File: src/hdl/thermistor_median_temperature_assert.svh
// assertion macros for the thermistor median temperature block
`ifndef THERMISTOR_MEDIAN_TEMPERATURE_ASSERT_SVH
`define THERMISTOR_MEDIAN_TEMPERATURE_ASSERT_SVH

// same-cycle implication, clocked on clk, off while in reset
`define TMT_ASSERT_IMP(lbl, ante, cons) \
	lbl: assert property (@(posedge clk) disable iff (!arst_n) (ante) |-> (cons)) \
		else $error("tmt assertion failed");

// next-cycle implication, clocked on clk, off while in reset
`define TMT_ASSERT_NXT(lbl, ante, cons) \
	lbl: assert property (@(posedge clk) disable iff (!arst_n) (ante) |=> (cons)) \
		else $error("tmt assertion failed");

`endif

File: src/hdl/tmt_pkg.sv
// shared types, constants and resistance table for the thermistor block
package tmt_pkg;

	localparam int TMT_WINDOW_LENGTH = 5;
	localparam int TMT_TABLE_DEPTH   = 90;

	localparam int SAMPLE_W   = 12;
	localparam int NUM_W      = 20;
	localparam int RES_W      = 16;
	localparam int TEMP_W     = 8;
	localparam int CFG_IDX_W  = 3;
	localparam int CFG_DATA_W = 20;
	localparam int ROM_ADDR_W = 8;
	localparam int ROM_STORED = 90;

	localparam logic [CFG_IDX_W-1:0] CFG_DIV_NUM   = 3'd0;
	localparam logic [CFG_IDX_W-1:0] CFG_RES_OFF   = 3'd1;
	localparam logic [CFG_IDX_W-1:0] CFG_LOW_LIMIT = 3'd2;
	localparam logic [CFG_IDX_W-1:0] CFG_OPEN_THR  = 3'd3;
	localparam logic [CFG_IDX_W-1:0] CFG_TOP_TEMP  = 3'd4;

	localparam logic [NUM_W-1:0]    RST_DIV_NUM   = 20'd409600;
	localparam logic [RES_W-1:0]    RST_RES_OFF   = 16'd100;
	localparam logic [SAMPLE_W-1:0] RST_LOW_LIMIT = 12'd10;
	localparam logic [RES_W-1:0]    RST_OPEN_THR  = 16'd300;
	localparam logic [TEMP_W-1:0]   RST_TOP_TEMP  = 8'd100;

	typedef struct packed {
		logic [NUM_W-1:0]    div_num;
		logic [RES_W-1:0]    res_off;
		logic [SAMPLE_W-1:0] low_limit;
		logic [RES_W-1:0]    open_thr;
		logic [TEMP_W-1:0]   top_temp;
	} cfg_t;

	typedef struct packed {
		logic load;
		logic med_step;
		logic div_start;
		logic div_step;
		logic res_calc;
		logic search_step;
		logic out_load;
	} cmd_t;

	typedef struct packed {
		logic med_last;
		logic med_ok;
		logic div_last;
		logic res_go;
		logic search_hit;
		logic out_free;
	} stat_t;

	function automatic logic [RES_W-1:0] rom_entry(input logic [ROM_ADDR_W-1:0] n);
		logic [RES_W-1:0] r;
		case (n)
			8'd0:  r = 16'd740;   8'd1:  r = 16'd742;   8'd2:  r = 16'd743;
			8'd3:  r = 16'd745;   8'd4:  r = 16'd750;   8'd5:  r = 16'd755;
			8'd6:  r = 16'd760;   8'd7:  r = 16'd790;   8'd8:  r = 16'd820;
			8'd9:  r = 16'd850;   8'd10: r = 16'd880;   8'd11: r = 16'd885;
			8'd12: r = 16'd890;   8'd13: r = 16'd895;   8'd14: r = 16'd900;
			8'd15: r = 16'd918;   8'd16: r = 16'd936;   8'd17: r = 16'd954;
			8'd18: r = 16'd972;   8'd19: r = 16'd990;   8'd20: r = 16'd1200;
			8'd21: r = 16'd1250;  8'd22: r = 16'd1300;  8'd23: r = 16'd1350;
			8'd24: r = 16'd1400;  8'd25: r = 16'd1450;  8'd26: r = 16'd1500;
			8'd27: r = 16'd1550;  8'd28: r = 16'd1600;  8'd29: r = 16'd1650;
			8'd30: r = 16'd1700;  8'd31: r = 16'd1750;  8'd32: r = 16'd1800;
			8'd33: r = 16'd1880;  8'd34: r = 16'd1960;  8'd35: r = 16'd2040;
			8'd36: r = 16'd2120;  8'd37: r = 16'd2200;  8'd38: r = 16'd2300;
			8'd39: r = 16'd2400;  8'd40: r = 16'd2500;  8'd41: r = 16'd2600;
			8'd42: r = 16'd2700;  8'd43: r = 16'd2800;  8'd44: r = 16'd2900;
			8'd45: r = 16'd3000;  8'd46: r = 16'd3180;  8'd47: r = 16'd3270;
			8'd48: r = 16'd3360;  8'd49: r = 16'd3560;  8'd50: r = 16'd3730;
			8'd51: r = 16'd3910;  8'd52: r = 16'd4100;  8'd53: r = 16'd4250;
			8'd54: r = 16'd4400;  8'd55: r = 16'd4550;  8'd56: r = 16'd4700;
			8'd57: r = 16'd4850;  8'd58: r = 16'd5000;  8'd59: r = 16'd5600;
			8'd60: r = 16'd6200;  8'd61: r = 16'd6300;  8'd62: r = 16'd6400;
			8'd63: r = 16'd6500;  8'd64: r = 16'd6850;  8'd65: r = 16'd7120;
			8'd66: r = 16'd7580;  8'd67: r = 16'd7960;  8'd68: r = 16'd8340;
			8'd69: r = 16'd8710;  8'd70: r = 16'd9100;  8'd71: r = 16'd10400;
			8'd72: r = 16'd11700; 8'd73: r = 16'd13000; 8'd74: r = 16'd14400;
			8'd75: r = 16'd15800; 8'd76: r = 16'd17200; 8'd77: r = 16'd18600;
			8'd78: r = 16'd20000; 8'd79: r = 16'd21400; 8'd80: r = 16'd23000;
			8'd81: r = 16'd25000; 8'd82: r = 16'd28000; 8'd83: r = 16'd31000;
			8'd84: r = 16'd35000; 8'd85: r = 16'd38000; 8'd86: r = 16'd41000;
			8'd87: r = 16'd46000; 8'd88: r = 16'd51000; 8'd89: r = 16'd56000;
			default: r = 16'hFFFF;
		endcase
		return r;
	endfunction

endpackage

File: src/hdl/tmt_ctrl.sv
// sequencer for median, division, resistance and table search steps
module tmt_ctrl (
	input  logic            clk,
	input  logic            arst_n,
	input  logic            in_valid,
	output logic            in_ready,
	input  tmt_pkg::stat_t  stat,
	output tmt_pkg::cmd_t   cmd
);
	import tmt_pkg::*;

	typedef enum logic [2:0] {
		ST_IDLE,
		ST_MEDIAN,
		ST_CHECK,
		ST_DIVIDE,
		ST_RESIST,
		ST_SEARCH,
		ST_DONE
	} state_t;

	state_t state_q;
	state_t state_d;
	logic   in_ready_q;

	always_comb begin
		cmd     = '0;
		state_d = state_q;
		case (state_q)
			ST_IDLE: begin
				if (in_valid && in_ready_q) begin
					cmd.load = 1'b1;
					state_d  = ST_MEDIAN;
				end
			end
			ST_MEDIAN: begin
				cmd.med_step = 1'b1;
				if (stat.med_last) begin
					state_d = ST_CHECK;
				end
			end
			ST_CHECK: begin
				// a median at or below the limit skips the division
				if (stat.med_ok) begin
					cmd.div_start = 1'b1;
					state_d       = ST_DIVIDE;
				end else begin
					state_d = ST_RESIST;
				end
			end
			ST_DIVIDE: begin
				cmd.div_step = 1'b1;
				if (stat.div_last) begin
					state_d = ST_RESIST;
				end
			end
			ST_RESIST: begin
				cmd.res_calc = 1'b1;
				state_d      = stat.res_go ? ST_SEARCH : ST_DONE;
			end
			ST_SEARCH: begin
				cmd.search_step = 1'b1;
				if (stat.search_hit) begin
					state_d = ST_DONE;
				end
			end
			ST_DONE: begin
				if (stat.out_free) begin
					cmd.out_load = 1'b1;
					state_d      = ST_IDLE;
				end
			end
			default: begin
				state_d = ST_IDLE;
			end
		endcase
	end

	always_ff @(posedge clk or negedge arst_n) begin
		if (!arst_n) begin
			state_q    <= ST_IDLE;
			in_ready_q <= 1'b1;
		end else begin
			state_q    <= state_d;
			in_ready_q <= (state_d == ST_IDLE);
		end
	end

	assign in_ready = in_ready_q;

endmodule

File: src/hdl/tmt_dp.sv
// sample window, median rank unit, restoring divider, table search and result register
module tmt_dp #(
	parameter int WINDOW_LENGTH = tmt_pkg::TMT_WINDOW_LENGTH,
	parameter int TABLE_DEPTH   = tmt_pkg::TMT_TABLE_DEPTH
) (
	input  logic                             clk,
	input  logic                             arst_n,
	input  tmt_pkg::cfg_t                    cfg,
	input  tmt_pkg::cmd_t                    cmd,
	output tmt_pkg::stat_t                   stat,
	input  logic [tmt_pkg::SAMPLE_W-1:0]     adc_sample,
	output logic                             out_valid,
	input  logic                             out_ready,
	output logic [tmt_pkg::TEMP_W-1:0]       temperature,
	output logic [tmt_pkg::RES_W-1:0]        resistance,
	output logic [tmt_pkg::SAMPLE_W-1:0]     median_sample
);
	import tmt_pkg::*;

	localparam int MED_IDX_W = $clog2(WINDOW_LENGTH);
	localparam int RANK_W    = $clog2(WINDOW_LENGTH);
	localparam int DIV_CNT_W = $clog2(NUM_W);
	localparam int N_W       = $clog2(TABLE_DEPTH + 1);
	localparam int IDX_W     = $clog2(TABLE_DEPTH);

	logic [SAMPLE_W-1:0]  win_q [WINDOW_LENGTH];
	logic [MED_IDX_W-1:0] med_idx_q;
	logic [SAMPLE_W-1:0]  med_q;
	logic [SAMPLE_W-1:0]  cand;
	logic [RANK_W-1:0]    rank;

	logic [NUM_W-1:0]     quo_q;
	logic [SAMPLE_W-1:0]  rem_q;
	logic [DIV_CNT_W-1:0] div_cnt_q;
	logic [SAMPLE_W:0]    trial;
	logic                 trial_ge;

	logic [NUM_W-1:0]     q_eff;
	logic [NUM_W-1:0]     diff;
	logic [RES_W-1:0]     res_d;
	logic [RES_W-1:0]     res_q;
	logic                 go_q;

	logic [N_W-1:0]       n_q;
	logic [RES_W-1:0]     rom_val;
	logic [TEMP_W-1:0]    temp_d;

	logic                 out_valid_q;
	logic [TEMP_W-1:0]    temp_out_q;
	logic [RES_W-1:0]     res_out_q;
	logic [SAMPLE_W-1:0]  med_out_q;

	// median: candidate whose stable descending rank is the middle one
	always_comb begin
		cand = win_q[med_idx_q];
		rank = '0;
		for (int j = 0; j < WINDOW_LENGTH; j++) begin
			if ((win_q[j] > cand) || ((win_q[j] == cand) && (MED_IDX_W'(j) < med_idx_q))) begin
				rank = rank + RANK_W'(1);
			end
		end
	end

	// one quotient bit a cycle
	assign trial    = {rem_q, quo_q[NUM_W-1]};
	assign trial_ge = (trial >= {1'b0, med_q});

	always_comb begin
		q_eff = stat.med_ok ? quo_q : '0;
		diff  = q_eff - NUM_W'(cfg.res_off);
		if (q_eff <= NUM_W'(cfg.res_off)) begin
			res_d = '0;
		end else if (diff > NUM_W'({RES_W{1'b1}})) begin
			res_d = '1;
		end else begin
			res_d = diff[RES_W-1:0];
		end
	end

	assign rom_val = rom_entry(ROM_ADDR_W'(n_q[IDX_W-1:0]));

	always_comb begin
		if (!go_q || (16'(n_q) > 16'(cfg.top_temp))) begin
			temp_d = '0;
		end else begin
			temp_d = TEMP_W'(16'(cfg.top_temp) - 16'(n_q));
		end
	end

	assign stat.med_last   = (med_idx_q == MED_IDX_W'(WINDOW_LENGTH - 1));
	assign stat.med_ok     = (med_q > cfg.low_limit) && (med_q != '0);
	assign stat.div_last   = (div_cnt_q == DIV_CNT_W'(NUM_W - 1));
	assign stat.res_go     = (res_d != '0) && (res_d >= cfg.open_thr);
	assign stat.search_hit = (n_q == N_W'(TABLE_DEPTH)) || (rom_val > res_q);
	assign stat.out_free   = !out_valid_q || out_ready;

	always_ff @(posedge clk or negedge arst_n) begin
		if (!arst_n) begin
			for (int i = 0; i < WINDOW_LENGTH; i++) begin
				win_q[i] <= '0;
			end
		end else if (cmd.load) begin
			for (int i = WINDOW_LENGTH - 1; i > 0; i--) begin
				win_q[i] <= win_q[i-1];
			end
			win_q[0] <= adc_sample;
		end
	end

	always_ff @(posedge clk) begin
		if (cmd.load) begin
			med_idx_q <= '0;
		end else if (cmd.med_step) begin
			if (rank == RANK_W'(WINDOW_LENGTH / 2)) begin
				med_q <= cand;
			end
			med_idx_q <= med_idx_q + MED_IDX_W'(1);
		end

		if (cmd.div_start) begin
			quo_q     <= cfg.div_num;
			rem_q     <= '0;
			div_cnt_q <= '0;
		end else if (cmd.div_step) begin
			rem_q     <= trial_ge ? SAMPLE_W'(trial - {1'b0, med_q}) : trial[SAMPLE_W-1:0];
			quo_q     <= {quo_q[NUM_W-2:0], trial_ge};
			div_cnt_q <= div_cnt_q + DIV_CNT_W'(1);
		end

		if (cmd.res_calc) begin
			res_q <= res_d;
			go_q  <= stat.res_go;
			n_q   <= '0;
		end else if (cmd.search_step && !stat.search_hit) begin
			n_q <= n_q + N_W'(1);
		end

		if (cmd.out_load) begin
			temp_out_q <= temp_d;
			res_out_q  <= res_q;
			med_out_q  <= med_q;
		end
	end

	always_ff @(posedge clk or negedge arst_n) begin
		if (!arst_n) begin
			out_valid_q <= 1'b0;
		end else if (cmd.out_load) begin
			out_valid_q <= 1'b1;
		end else if (out_ready) begin
			out_valid_q <= 1'b0;
		end
	end

	assign out_valid     = out_valid_q;
	assign temperature   = temp_out_q;
	assign resistance    = res_out_q;
	assign median_sample = med_out_q;

endmodule

File: src/hdl/thermistor_median_temperature.sv
// steps from accept to result valid: median rank pass over the window, restoring divider,
// then a table search of one entry a cycle that stops at the first entry above the resistance;
// the search is skipped when the resistance is zero or below the open threshold
// a new sample is taken only after the result is loaded; a finished result waits until the output register is free
// reset: asynchronous, clears the window to zero and loads the register defaults
module thermistor_median_temperature #(
	parameter int WINDOW_LENGTH = tmt_pkg::TMT_WINDOW_LENGTH,
	parameter int TABLE_DEPTH   = tmt_pkg::TMT_TABLE_DEPTH
) (
	input  logic                             clk,
	input  logic                             arst_n,
	input  logic                             in_valid,
	output logic                             in_ready,
	input  logic [tmt_pkg::SAMPLE_W-1:0]     adc_sample,
	output logic                             out_valid,
	input  logic                             out_ready,
	output logic [tmt_pkg::TEMP_W-1:0]       temperature,
	output logic [tmt_pkg::RES_W-1:0]        resistance,
	output logic [tmt_pkg::SAMPLE_W-1:0]     median_sample,
	input  logic                             cfg_valid,
	output logic                             cfg_ready,
	input  logic [tmt_pkg::CFG_IDX_W-1:0]    cfg_index,
	input  logic [tmt_pkg::CFG_DATA_W-1:0]   cfg_data
);
	import tmt_pkg::*;

	`include "thermistor_median_temperature_assert.svh"

	cfg_t  cfg_q;
	cmd_t  cmd;
	stat_t stat;

	assign cfg_ready = 1'b1;

	always_ff @(posedge clk or negedge arst_n) begin
		if (!arst_n) begin
			cfg_q.div_num   <= RST_DIV_NUM;
			cfg_q.res_off   <= RST_RES_OFF;
			cfg_q.low_limit <= RST_LOW_LIMIT;
			cfg_q.open_thr  <= RST_OPEN_THR;
			cfg_q.top_temp  <= RST_TOP_TEMP;
		end else if (cfg_valid && cfg_ready) begin
			case (cfg_index)
				CFG_DIV_NUM:   cfg_q.div_num   <= cfg_data;
				CFG_RES_OFF:   cfg_q.res_off   <= cfg_data[RES_W-1:0];
				CFG_LOW_LIMIT: cfg_q.low_limit <= cfg_data[SAMPLE_W-1:0];
				CFG_OPEN_THR:  cfg_q.open_thr  <= cfg_data[RES_W-1:0];
				CFG_TOP_TEMP:  cfg_q.top_temp  <= cfg_data[TEMP_W-1:0];
				default: begin
				end
			endcase
		end
	end

	tmt_ctrl u_ctrl (
		.clk      (clk),
		.arst_n   (arst_n),
		.in_valid (in_valid),
		.in_ready (in_ready),
		.stat     (stat),
		.cmd      (cmd)
	);

	tmt_dp #(
		.WINDOW_LENGTH (WINDOW_LENGTH),
		.TABLE_DEPTH   (TABLE_DEPTH)
	) u_dp (
		.clk           (clk),
		.arst_n        (arst_n),
		.cfg           (cfg_q),
		.cmd           (cmd),
		.stat          (stat),
		.adc_sample    (adc_sample),
		.out_valid     (out_valid),
		.out_ready     (out_ready),
		.temperature   (temperature),
		.resistance    (resistance),
		.median_sample (median_sample)
	);

	// busy once an item is taken
	`TMT_ASSERT_NXT(a_busy_after_accept, in_valid && in_ready, !in_ready)
	// low or open resistance always reports zero temperature
	`TMT_ASSERT_IMP(a_open_gives_zero, out_valid && (resistance < cfg_q.open_thr || resistance == '0), temperature == '0)
	// a nonzero resistance needs a median above the low limit
	`TMT_ASSERT_IMP(a_res_needs_median, out_valid && resistance != '0, median_sample > cfg_q.low_limit)
	`TMT_ASSERT_IMP(a_temp_below_top, out_valid, temperature <= cfg_q.top_temp)

endmodule
File: config.mk
export PLATFORM = sky130hd
export DESIGN_NAME = thermistor_median_temperature
export DESIGN_NICKNAME = d
export VERILOG_FILES = /design/src/hdl/tmt_pkg.sv /design/src/hdl/tmt_ctrl.sv /design/src/hdl/tmt_dp.sv /design/src/hdl/thermistor_median_temperature.sv
export VERILOG_INCLUDE_DIRS = /design/src /design/src/hdl
export SDC_FILE = /design/constraint.sdc
export NUM_CORES = 1
export LEC_CHECK = 0
export BUFFER_PORTS_ARGS = -buffer_cell sky130_fd_sc_hd__buf_4
export CAP_MARGIN = 20
export CELL_PAD_IN_SITES_DETAIL_PLACEMENT = 1
export CELL_PAD_IN_SITES_GLOBAL_PLACEMENT = 1
export CORE_MARGIN = 2
export CORE_UTILIZATION = 40
export CTS_CLUSTER_SIZE = 14
export DETAILED_ROUTE_END_ITERATION = 10
export PLACE_DENSITY_LB_ADDON = 0.1
export SYNTH_ARGS = -nofsm -noshare
export SYNTH_HDL_FRONTEND = slang
export SYNTH_SLANG_ARGS = --single-unit
export TNS_END_PERCENT = 1
File: constraint.sdc
create_clock -name clk -period 16.49 [get_ports clk]
set_input_delay 3.298 -clock clk [delete_from_list [all_inputs] [get_ports clk]]
set_output_delay 3.298 -clock clk [all_outputs]
set_load 0.005 [all_outputs]
=== After elaboration in Yosys (flattened, before gate mapping) ===
Memories as Yosys holds them, arrays and structs flattened. A register that Yosys moved wholly into a read port is not among the register bits.
Index checks and enable logic that the tools add are counted.

* Add/subtract/negate cells: 10
* Multiply operators: 0
* Div/mod/pow operators: 0
* Magnitude comparators: 18
* Eq/ne operators: 19
* Shift operators: 0
* Multiplexer cells: 36
* Bitwise gates (word level): 2
* Reductions and logical operators: 33

{| class="wikitable"
|+ Operator list
! kind !! count
|-
| 12-bit > comparator || 6
|-
| 12-bit equality test || 5
|-
| 20-bit two-way mux || 3
|-
| 12-bit binary-select mux with 3-bit select || 1
|-
| 12-bit two-way mux || 3
|-
| 16-bit two-way mux || 2
|-
| 3-bit two-way mux || 10
|-
| 3-bit one-hot mux with 7 select lines || 1
|-
| 20-bit by 16-bit > comparator with 1-bit output (second input constant) || 1
|-
| 20-bit by 16-bit <= comparator with 1-bit output || 1
|-
| 20-bit by 16-bit subtractor with 20-bit output || 1
|-
| 16-bit greater-or-equal comparator || 1
|-
| 16-bit > comparator || 1
|-
| 16-bit nonzero test || 1
|-
| 3-bit by 2-bit equality test with 1-bit output (second input constant) || 5
|-
| 3-bit equality test (second input constant) || 5
|-
| 7-bit two-way mux || 2
|-
| 13-bit by 12-bit greater-or-equal comparator with 1-bit output || 1
|-
| 1-bit two-way mux || 13
|-
| 3-bit by 1-bit adder with 3-bit output (second input constant) || 4
|-
| 12-bit nonzero test || 1
|-
| 12-bit subtractor || 1
|-
| 2-bit AND reduction || 5
|-
| 1-bit logical AND || 9
|-
| other kinds (20) || 35
|}

* Register bits: 249
* Bits in latches: 0
* Bits in writable memories: 0
* ROM bits: 2,048
* Input bits: 40
* Output and inout bits: 39
* Logic and storage cells: 143
* Memories kept: 1

{| class="wikitable"
|+ Memories
! memory !! depth !! width !! rd ports !! clocked after Yosys merged registers in !! write ports !! RTL line !! source
|-
| (no name shown) || 128 || 16 || 1 || 1 || 0 || tmt_pkg.sv:57 || <nowiki>case (n)</nowiki>
|}

=== Depth between registers and ports, before layout ===
* Depth in word-level cells: 18
* Mapped depth: 32
* Mapped depth without buffers: 30

=== Cells and area by module ===
From an unflattened synthesis, not the netlist that was laid out.

* Cell total of the unflattened synthesis: 1,620
* Area, all modules: 16,915.0 um^2

{| class="wikitable"
|+ By module, submodules not included
! module !! times used !! cells each !! area each (um^2) !! seq. area each (um^2)
|-
| tmt_dp || 1 || 1,428 || 13,863.3 || 4,939.7
|-
| thermistor_median_temperature || 1 || 158 || 2,746.4 || 1,820.5
|-
| tmt_ctrl || 1 || 34 || 305.3 || 101.3
|}

=== Worst setup path after synthesis ===
OpenSTA, ideal clock, no wires.

* Kind: reg2reg
* Start: reg u_dp.med_idx_q[0]
* End: reg u_dp.med_q[0], enable pin
* Library setup time: 0.449 ns
* Data arrival time: 6.499 ns
* Required time: 16.041 ns
* Slack: 9.542 ns
* Cell stages (with the launch flop): 25
* Path buffers: 2
* Period minus slack after synthesis: 6.948 ns
* Cells stage by stage: dfxtp_1 clkbuf_1 clkbuf_1 mux2i_1 nor2_1 a21oi_1 o22ai_1 ha_1 nand2b_1 a21o_1 a21o_1 a21oi_1 o221ai_1 o41a_1 ha_1 xnor2_1 inv_1 ha_1 mux2i_1 inv_1 ha_1 nand2_1 xor2_1 xnor2_1 a2111oi_0

* Word-level cells in the longest chain between the ends: 18
* Elaborated cells on any way between the ends: 40
* Those cells by class: 4 x add/sub; 10 x order compare; 6 x eq/ne; 8 x mux; 1 x bitwise; 11 x reduce/logical

{| class="wikitable"
|+ Ends and longest elaborated chain
! item !! RTL line !! source
|-
| start, declared || tmt_dp.sv:27 || <nowiki>logic [MED_IDX_W-1:0] med_idx_q;</nowiki>
|-
| start signal, assigned || tmt_dp.sv:117 || <nowiki>med_idx_q <= med_idx_q + MED_IDX_W'(1);</nowiki>
|-
| 3-bit inverter with 4-bit output (not written as such) * || tmt_dp.sv:55 || <nowiki>cand = win_q[med_idx_q];</nowiki>
|-
| 12-bit binary-select mux with 3-bit select * || tmt_dp.sv:55 ||
|-
| 12-bit two-way mux (not written as such) * (2 in series) || tmt_dp.sv:55 ||
|-
| net u_dp.cand[0] || tmt_dp.sv:29 || <nowiki>logic [SAMPLE_W-1:0] cand;</nowiki>
|-
| branches (longest 11 deep; another with 12-bit > comparator) || n/a ||
|-
| 3-bit two-way mux * || tmt_dp.sv:58 || <nowiki>if ((win_q[j] > cand) || ((win_q[j] == cand) && (MED_IDX_W'(j) < med_idx_q))) begin</nowiki>
|-
| 3-bit by 2-bit equality test with 1-bit output * || tmt_dp.sv:114 || <nowiki>if (rank == RANK_W'(WINDOW_LENGTH / 2)) begin</nowiki>
|-
| 3-bit AND reduction (no source line) * || n/a ||
|-
| end signal, assigned || tmt_dp.sv:115 || <nowiki>med_q <= cand;</nowiki>
|-
| end, declared || tmt_dp.sv:28 || <nowiki>logic [SAMPLE_W-1:0] med_q;</nowiki>
|}

Mark *: on every way through the listed nets, which the timed path passes. The select of a mux whose other input is x is not followed.
A chain may end at the register's enable or synchronous reset.

==> summary.txt <==
Outcome
  – Status: finished, final reports clean

Clocking
  – Setup repair bufs after CTS: 0
  – Clock Tree Buf Depth: 3
  – Post_cts resized: 0
  – Hold-fix buffers at CTS: 0
  – Clock Sinks: 265
  – Latest clock arrival within the worst-skew pair: 0.54 ns
  – Total CTS buffers: 34
  – H-tree levels: 2
  – CTS Root Cell: clkbuf_16
  – Worst-path clk slew: 0.06 ns
  – CTS tree: built

Yosys
  – Ys Warns: 0
  – Number of synthesized flops with an enable pin: 85
  – Top-area cell type share of the netlist area: 18.2%
  – Register area share after synthesis: 41.2%
  – Synthesized flop and latch total: 265
  – Top_reg_cell synth: dfrtp_1
  – Post-synth ARST share: 51.7%
  – Avg Inst Size Synth: 9.78 um^2
  – Post-Synthesis Cells: 1,705
  – Yosys cell types: 95
  – Dominant cell type by area after synthesis: dfrtp_1
  – Top post-synthesis cells by area: dfrtp_1 18%, edfxtp_1 15%, ha_1 12%, mux2_2 6.9%, dfxtp_1 5.2%
  – Syn nets: 1,907
  – Mapped cell area: 16,700 um^2

Routing
  – Routed via count: 13,100
  – Drt wl/cell: 21.0 um
  – Drt drc: 0
  – First DRT Iteration DRCs: 742
  – Drt pass-1 iters: 5
  – Routed Wire Length: 48.5 mm
  – Vias per cell: 5.68
  – Post-DRT Antenna Nets: 0

Global route
  – Total track usage: 22.3%
  – Pin count of the biggest net entering global routing: 71
  – Initial antenna violation count: 1
  – First-pass GRT wire length: 77.0 mm
  – Total gr overflow: 0
  – Vias in the first global route: 13,600

Timing
  – Final Hold Fails: 0
  – Hold WS: 0.451 ns
  – Setup repair after global routing missed its margin: false
  – Worst-Margin Slew: 1.04 ns
  – Relative slew slack: 30.4%
  – Max Freq: 154 MHz
  – Final min period: 6.49 ns
  – Fin crit share: 39.3%
  – Final setup fails: 0
  – Slew Limit Fails: 0
  – Final TNS setup: 0 ns
  – Fin Clk Skew: 0.0187 ns

Worst setup path
  – CP Capture Point: u_ctrl.state_q[0]$_DFF_PN0_
  – Worst EP required: 16.91 ns
  – Slowest CP cell: a21oi_2
  – R2r startpoint: u_dp.med_q[10]$_DFFE_PP_
  – Worst-path maximum fanout: 24
  – Worst reg2reg setup slack: 10.00 ns
  – Critical path class: reg2reg
  – Setup crit start kind: flip-flop
  – R2r endpoint: u_ctrl.state_q[0]$_DFF_PN0_
  – Crit path top cell by count: a21oi_1
  – CP peak stage delay: 0.56 ns
  – Worst Setup SP: u_dp.med_q[10]$_DFFE_PP_
  – Worst-case reg-to-reg path depth: 28
  – Endpoint class of the critical path: flip-flop
  – Worst EP arrival: 6.91 ns

Cells and area
  – Share of layout cells above drive strength 1: 17.7%
  – Non-Filler Instances: 2,311
  – Antenna Cells: 0
  – Core Util, Final: 46.1%
  – Most common cell after layout, fill and taps aside: nand2_1
  – Final nets: 1,955
  – Design area: 18,900 um^2
  – Area grow syn2layout: 13.3%
  – Most frequent cells in the layout: 168 x nand2_1, 159 x ha_1, 124 x inv_1

Place
  – Placed cells: 2,247
  – Port bufs: 77
  – HPWL after detailed placement: 34.9 mm
  – Placer Congestion: 0.895
  – Cell Area, Placed: 17,700 um^2

Min path
  – HP Class: reg2reg
  – Hold_sp: u_dp.res_q[3]$_DFFE_PN_

Die
  – DIE HEIGHT: 208 um
  – Full die area: 43,300 um^2
  – Die span in x: 208 um
  – Initial Util: 40.6%
  – Core area: 41,000 um^2
  – Number of core rows: 74
  – Num ports: 79

Pwr
  – Static leakage: 0.00828 uW
  – Comb pwr share: 55.0%
  – Design internal power: 2400 uW
  – Pwr dens: 226 nW/um^2
  – Net Sw Frac: 43.8%
  – Register share of total power: 26.6%
  – Psw: 1870 uW
  – Clk pwr share: 18.4%
  – Worst vdd ir: 0.000125 V

Flow run
  – Max_cap viols: 0
## routing by layer
layer | vias to the layer above | share of wire, % | GRT usage [%] | routed length, um
li1 | 6245 | - | - | -
met1 | 6514 | 46 | 30.4 | 22400
met2 | 298 | 47 | 36.7 | 22900
met3 | 74 | 3.8 | 2.81 | 1830
met4 | 0 | 2.8 | 7.64 | 1370
met5 | - | 0 | 0 | 0
## power by group through the flow
stage / Clock, uW / Sequential [uW] / Combinational (uW)
after global routing: 827 / 1170 / 2650
after global placement: 0 / 1140 / 2260
after detailed placement: 0 / 1150 / 2350
after floorplan: 0 / 1060 / 1740
final: 783 / 1140 / 2350
after CTS: 805 / 1140 / 2360
## logic make-up after synthesis
family          Yosys count  synth area share, %
xor+xnor                 35                 1.84
buf+inv                 212                 5.22
simple gates            461                 13.3
flops                   265                 41.2
fa+ha+maj               162                 12.3
other cells               1               0.0225
compound gates          428                 16.7
mux                     141                 9.44
## Yosys cell counts (9+ instances only)
cell type,count
nand2_1,168
ha_1,159
inv_1,124
dfrtp_1,121
a21oi_1,119
o21ai_0,106
mux2_2,102
nor2_1,89
edfxtp_1,85
clkbuf_1,51
a21o_1,47
dfxtp_1,43
nand3_1,41
mux2i_1,35
nand4_1,32
xnor2_1,24
nor3_1,20
nor2b_1,19
buf_2,18
nand2b_1,18
a211oi_1,17
and2_1,16
dfstp_2,16
a31oi_1,14
nor4_1,12
o22a_1,11
xor2_1,11
or2_2,10
o211ai_1,9
o21ai_1,9
## registers in the layout (all words and copies together) (netlist names)
| register | count |
|---|---|
| u_dp.n_q | 7 |
| u_dp.temperature | 8 |
| u_dp.rem_q | 12 |
| u_dp.div_cnt_q | 5 |
| u_dp.med_q | 12 |
| cfg_q | 72 |
| u_dp.out_valid | 1 |
| u_dp.go_q | 1 |
| u_dp.res_q | 16 |
| u_dp.quo_q | 20 |
| u_dp.win_q | 60 |
| u_dp.rom_val | 16 |
| u_ctrl.in_ready | 1 |
| u_dp.resistance | 16 |
| u_dp.median_sample | 12 |
| u_dp.med_idx_q | 3 |
| u_ctrl.state_q | 3 |
## area by class of cell
type	count	area, um^2
Tap cell	532	666
Clock buffer	48	1010
Inverter	132	499
Clock inverter	14	173
Fill cell	4642	22100
Sequential cell	265	6860
Multi-Input combinational cell	1228	8970
Timing Repair Buffer	92	714
## worst min path at each step
stage | endpoint | slack (ns) | cells after the start
2_1_floorplan | u_dp.resistance[10]$_DFFE_PP_ | 0.43 | 0
3_3_place_gp | u_dp.resistance[7]$_DFFE_PP_ | 0.43 | 0
3_5_place_dp | u_dp.resistance[5]$_DFFE_PP_ | 0.44 | 0
4_1_cts | u_dp.resistance[7]$_DFFE_PP_ | 0.45 | 0
5_1_grt | u_dp.resistance[6]$_DFFE_PP_ | 0.47 | 0
6_report | u_dp.resistance[3]$_DFFE_PP_ | 0.45 | 0
## stage by stage
stage | power [uW] | setup slack [ns]
after floorplan | 2790 | 9.54
after global placement | 3400 | 10.17
after detailed placement | 3490 | 10.02
after CTS | 4310 | 10.0
after global routing | 4640 | 9.50
final | 4270 | 10.00
## critical path: cells and delay by family (launching register included)
family,cells,cell delay [ns]
flip-flops,1,0.45
AO/OA/AOI/OAI,17,3.59
adder cells (fa/ha/maj),4,1.21
AND/OR/NAND/NOR,7,1.11
No activity file was read; power rests on OpenSTA's default activity.
